**config.mk**
```make
export PLATFORM = sky130hd
export DESIGN_NAME = shtf_word_hash
export DESIGN_NICKNAME = d
export VERILOG_FILES = /design/src/hdl/shtf_pkg.sv /design/src/hdl/shtf_word_hash.sv
export SDC_FILE = /design/constraint.sdc
export NUM_CORES = 2
export LEC_CHECK = 0
export BUFFER_PORTS_ARGS = -buffer_cell sky130_fd_sc_hd__buf_4
export CAP_MARGIN = 20
export CORE_UTILIZATION = 70
export CTS_BUF_LIST = sky130_fd_sc_hd__clkbuf_16
export DETAILED_ROUTE_END_ITERATION = 10
export PLACE_DENSITY = 0.87
export SYNTH_ARGS = -nofsm -noshare
export SYNTH_HDL_FRONTEND = slang
export SYNTH_SLANG_ARGS = --single-unit
```
**constraint.sdc**
```tcl
create_clock -name clk -period 40.3 [get_ports clk]
set_input_delay 8.06 -clock clk [delete_from_list [all_inputs] [get_ports clk]]
set_output_delay 8.06 -clock clk [all_outputs]
set_load 0.05 [all_outputs]
```
**src/hdl/shtf_pkg.sv**
```systemverilog
// shtf_pkg: shared constants, types and character helpers for the simhash
// text fingerprint block; no dependencies
`timescale 1ns / 1ps
`default_nettype none

package shtf_pkg;

    // default sizes handed to the top level
    localparam int HASH_BITS_DEF  = 64;
    localparam int COUNT_BITS_DEF = 24;

    // fixed port widths
    localparam int BYTE_BITS = 8;
    localparam int FP_BITS   = 64;
    localparam int WC_BITS   = 24;

    // saturating bit counter width
    localparam int CTR_BITS = 26;

    // polynomial hash constants
    localparam int HASH_MULT = 197;
    localparam int CHAR_BIAS = 96;

    // per-word control from the hash stage to the counter bank
    typedef struct packed {
        logic step;   // a byte is processed this cycle
        logic close;  // a word closes on this byte
        logic clear;  // last byte of the document: return to reset state
    } ctr_ctrl_t;

    // fold A-Z to lower case
    function automatic logic [BYTE_BITS-1:0] fold_case(input logic [BYTE_BITS-1:0] c);
        logic [BYTE_BITS-1:0] r;
        r = c;
        if (c >= 8'h41 && c <= 8'h5A)
        begin
            r = c | 8'h20;
        end
        return r;
    endfunction

    // digits and a-z are word characters, everything else delimits
    function automatic logic is_word_char(input logic [BYTE_BITS-1:0] c);
        return (c >= 8'h30 && c <= 8'h39) || (c >= 8'h61 && c <= 8'h7A);
    endfunction

endpackage

`default_nettype wire

```
**src/hdl/shtf_word_hash.sv**
```systemverilog
// shtf_word_hash: character classing and running polynomial word hash
// depends on shtf_pkg
`timescale 1ns / 1ps
`default_nettype none

module shtf_word_hash #(
    parameter int HASH_BITS = shtf_pkg::HASH_BITS_DEF
) (
    input  wire logic                           clk,
    input  wire logic                           rst_n,
    input  wire logic                           step,
    input  wire logic [shtf_pkg::BYTE_BITS-1:0] text_byte,
    input  wire logic                           doc_end,
    output shtf_pkg::ctr_ctrl_t                 ctrl,
    output logic [HASH_BITS-1:0]                close_hash
);
    import shtf_pkg::*;

    localparam logic [HASH_BITS-1:0] MULT = HASH_BITS'(HASH_MULT);
    localparam logic [BYTE_BITS-1:0] BIAS = BYTE_BITS'(CHAR_BIAS);

    logic [HASH_BITS-1:0] hash_reg, hash_next;
    logic [HASH_BITS-1:0] power_reg, power_next;
    logic                 in_word_reg, in_word_next;

    logic [BYTE_BITS-1:0] c;
    logic                 wc;
    logic                 neg;
    logic [BYTE_BITS-1:0] diff;
    logic [HASH_BITS-1:0] prod;
    logic [HASH_BITS-1:0] delta;
    logic [HASH_BITS-1:0] sum;
    logic                 close;

    // classify and form the signed character weight (c - 96)
    always_comb
    begin
        c    = fold_case(text_byte);
        wc   = is_word_char(c);
        neg  = c < BIAS;
        diff = neg ? (BIAS - c) : (c - BIAS);
    end

    // weight times current power, negated for digits
    always_comb
    begin
        prod  = power_reg * HASH_BITS'(diff[5:0]);
        delta = neg ? (~prod + HASH_BITS'(1)) : prod;
        sum   = hash_reg + delta;
    end

    // word close: at a delimiter inside a word, or at document end on a word character or with an open word
    always_comb
    begin
        close      = (!wc && in_word_reg) || (doc_end && (wc || in_word_reg));
        close_hash = wc ? sum : hash_reg;
        ctrl.step  = step;
        ctrl.close = close;
        ctrl.clear = doc_end;
    end

    // next hash state
    always_comb
    begin
        hash_next    = hash_reg;
        power_next   = power_reg;
        in_word_next = in_word_reg;
        if (step)
        begin
            if (close || doc_end)
            begin
                hash_next    = '0;
                power_next   = HASH_BITS'(1);
                in_word_next = 1'b0;
            end
            else if (wc)
            begin
                hash_next    = sum;
                power_next   = power_reg * MULT;
                in_word_next = 1'b1;
            end
        end
    end

    // hash registers
    always_ff @(posedge clk or negedge rst_n)
    begin
        if (!rst_n)
        begin
            hash_reg    <= '0;
            power_reg   <= HASH_BITS'(1);
            in_word_reg <= 1'b0;
        end
        else
        begin
            hash_reg    <= hash_next;
            power_reg   <= power_next;
            in_word_reg <= in_word_next;
        end
    end

endmodule

`default_nettype wire

```
==> impl_metrics.sql <==
INSERT INTO impl_metrics (metric_group, metric, value, unit) VALUES
('yosys', 'synth.cell_area', '29800', 'um^2'),
('timing', 'setup_tns', '0', 'ps'),
('timing', 'final.min_clock_period', '28560', 'ps'),
('global_routing', 'grt_first_pass_wirelength', '127000', 'um'),
('yosys', 'synth_warnings', '0', ''),
('timing', 'grt_setup_unrepaired', 'no', ''),
('worst_setup_path', 'cp_endpoint_kind', 'output port', ''),
('global_routing', 'first_global_vias', '25700', ''),
('hold_path', 'min-delay-path-class', 'register to register', ''),
('power', 'power.ir.vdd_worst', '0.0000289', 'V'),
('clock_network', 'htree_levels', '4', ''),
('yosys', 'synth.largest_area_cell', 'fa_1', ''),
('timing', 'worst_pin_slew', '1170', 'ps'),
('timing', 'final-setup-viol-count', '0', ''),
('clock_network', 'cts-root-to-sink-buffers', '2', ''),
('power', 'fin_total_pwr', '600', 'uW'),
('timing', 'final.setup_skew', '20.0', 'ps'),
('global_routing', 'grt_remaining_overflow', '0', ''),
('clock_network', 'clock_tree_root_driver_cell', 'clkbuf_16', ''),
('outcome', 'outcome', 'completed', ''),
('worst_setup_path', 'cp_slowest_stage_delay', '640', 'ps'),
('floorplanning', 'floorplan.die_area', '43400', 'um^2'),
('routing', 'drcViolationCount', '0', ''),
('yosys', 'synthTopCellsByArea', 'fa_1 23%, ha_1 13%, dfrtp_1 11%', ''),
('yosys', 'synth_seq_cells', '128', ''),
('floorplanning', 'floorplan.die.width', '208', 'um'),
('clock_network', 'clock-sinks', '128', ''),
('place', 'io_buffers', '78', ''),
('clock_network', 'worst_skew_pair.late_latency', '490', 'ps'),
('floorplanning', 'io-pin-count', '79', ''),
('timing', 'min_period_over_period', '0.709', ''),
('routing', 'antenna_left', '0', ''),
('worst_setup_path', 'required', '32240', 'ps'),
('routing', 'wl', '75300', 'um'),
('place', 'routability_driven_placement_congestion_ratio', '0.951', ''),
('timing', 'final-max-slew-violation-count', '0', ''),
('worst_setup_path', 'worstPathArrival', '20500', 'ps'),
('worst_setup_path', 'worstSetupStartpointType', 'input pin', ''),
('yosys', 'synth_largest_type_area_fraction', '0.233', ''),
('clock_network', 'cts_inserted_buffers', '17', ''),
('worst_setup_path', 'cp_max_fo', '38', ''),
('yosys', 'synth_area_per_cell', '8.16', 'um^2'),
('routing', 'initialDrtViolationCount', '2575', ''),
('cells_and_area', 'num_antenna_cells', '0', ''),
('yosys', 'synth-edff-count', '0', ''),
('floorplanning', 'core_box_area', '41900', 'um^2'),
('timing', 'final-hold-violation-count', '0', ''),
('worst_setup_path', 'critPathSlowestCell', 'or4b_1', ''),
('yosys', 'synthFlopType', 'dfrtp_1', ''),
('routing', 'drt_pre_antenna_iters', '8', ''),
('yosys', 'post_synth_inst_count', '3655', ''),
('clock_network', 'cts_setup_buffers', '0', ''),
('clock_network', 'holdBufCountCts', '0', ''),
('global_routing', 'grt_start_max_net_pins', '87', ''),
('worst_setup_path', 'path_buf_inv', '7', ''),
('power', 'power_leakage', '0.0163', 'uW'),
('timing', 'fmaxAchievable', '35.0', 'MHz'),
('routing', 'drt-wirelength-per-cell', '18.1', 'um'),
('clock_network', 'cts.clk_slew.worst_paths', '70', 'ps'),
('yosys', 'synth.distinct_cells', '98', ''),
('clock_network', 'cts_tree', 'built', ''),
('routing', 'num_vias', '25900', ''),
('cells_and_area', 'final_layout_size_suffix_gt1_frac', '0.0597', ''),
('cells_and_area', 'largest_register_ff_count', '64', ''),
('global_routing', 'grt_antenna_before_repair', '0', ''),
('floorplanning', 'die_boundary_height', '208', 'um'),
('worst_setup_path', 'path_delay_family', 'compound AO/OA/AOI/OAI gates', ''),
('job', 'max_cap_violations', '0', ''),
('cells_and_area', 'final.fill_count', '2995', ''),
('routing', 'via_density_per_instance', '6.20', ''),
('place', 'dp_hpwl', '58600', 'um'),
('floorplanning', 'initial_core_util', '0.711', ''),
('cells_and_area', 'area_delta_synth_final', '5.03', '%'),
('global_routing', 'grt.total_usage', '0.359', ''),
('floorplanning', 'fp-row-count', '75', ''),
('clock_network', 'cts_resized', '0', ''),
('timing', 'maxSlewHeadroom', '0.219', ''),
('worst_setup_path', 'critPathKind', 'input pin to output port', ''),
('yosys', 'synth_sequential_area_ratio', '0.107', ''),
('cells_and_area', 'finish.net_count', '4297', ''),
('yosys', 'ys_async_sr_fraction', '1.00', ''),
('power', 'power.density', '19.2', 'nW/um^2');
==> routing by layer <==
metal / global-route usage / wire (um) / vias to the layer above
li1: - / - / 12100
met1: 0.492 / 32700 / 12300
met2: 0.575 / 34600 / 1259
met3: 0.0632 / 6140 / 164
met4: 0.126 / 1890 / 0
met5: 0 / 0 / -
==> where the power goes <==
group	total, uW	switching, uW	internal, uW
clock network	171	68.6	103
registers	144	8.73	135
logic	285	183	102
==> cell usage after synthesis, types with 9 or more instances <==
cell / n
a211oi_1: 19
a21o_1: 118
a21oi_1: 198
a22o_1: 66
a31oi_1: 26
and2_1: 89
and3_1: 23
buf_1: 13
clkbuf_1: 126
dfrtp_1: 127
fa_1: 347
ha_1: 316
inv_1: 580
mux2_2: 33
nand2_1: 355
nand2b_1: 21
nand3_1: 42
nand4_1: 43
nor2_1: 289
nor2b_1: 23
nor3_1: 41
nor4_1: 13
o211ai_1: 20
o21a_1: 31
o21ai_0: 183
o21ai_1: 9
o21bai_1: 33
o221ai_1: 9
o31ai_1: 22
or2_2: 11
or3_1: 24
xnor2_1: 140
xor2_1: 91
==> metrics by stage <==
step | instance area, um^2 | utilization | instances | worst slack, ps | hold slack (ps)
floorplan | 29800 | - | 3660 | 13090 | 454
global placement | 30700 | 0.731 | 4141 | 11660 | 462
detailed placement | 30700 | 0.731 | 4141 | 11360 | 470
CTS | 31300 | 0.746 | 4171 | 11290 | 487
global route | 31300 | 0.746 | 4172 | 11030 | 521
finish | 31300 | 0.746 | 4172 | 11740 | 484
==> worst paths after layout <==
kind	startpoint	to	slack, ps	cells past startpoint
worst min-delay path	in_word_reg	in_word_reg	480	1
worst max-delay path	text_byte[0]	close_hash[63]	11740	45
min in group asynchronous	rst_n	hash_reg[4]	7580	1
worst min register to register	in_word_reg	in_word_reg	480	1
max in group asynchronous	rst_n	power_reg[60]	31370	2
worst max register to register	power_reg[9]	hash_reg[63]	30050	33
==> logic make-up (layout without fill, tap and decap cells) <==
family / count (synthesis) / count (layout) / synth area share
and+or+nand+nor: 1007 / 1007 / 0.158
DFF: 128 / 128 / 0.107
adders and majority gates: 663 / 663 / 0.366
AOI/OAI and AO/OA: 854 / 854 / 0.194
buffers and inverters: 734 / 707 / 0.0936
xor gates and xnor gates: 231 / 231 / 0.0679
other: 2 / 7 / 0.000252
muxes: 36 / 36 / 0.0136
==> layout by cell type (no fill, tap or decap), types with 21 or more instances in the layout <==
cell / n
inv_1: 580
nand2_1: 354
fa_1: 347
ha_1: 316
nor2_1: 289
a21oi_1: 197
o21ai_0: 183
xnor2_1: 138
dfrtp_1: 127
a21o_1: 117
buf_4: 93
xor2_1: 90
and2_1: 89
a22o_1: 66
nand4_1: 43
nand3_1: 42
nor3_1: 40
o21bai_1: 33
mux2_2: 33
o21a_1: 31
a31oi_1: 25
or3_1: 24
nor2b_1: 23
and3_1: 23
o31ai_1: 22
nand2b_1: 21
==> layout make-up <==
type	instances	area, um^2	share of cell area
clock buffers	17	425	0.0136
clock inverters	13	188	0.00599
inverters	582	2180	0.0698
multi-input cells	2798	23900	0.763
flip-flops and latches	128	3200	0.102
well taps	539	674	0.0215
repair buffers	95	737	0.0235
Power figures use the tool's default switching activity.
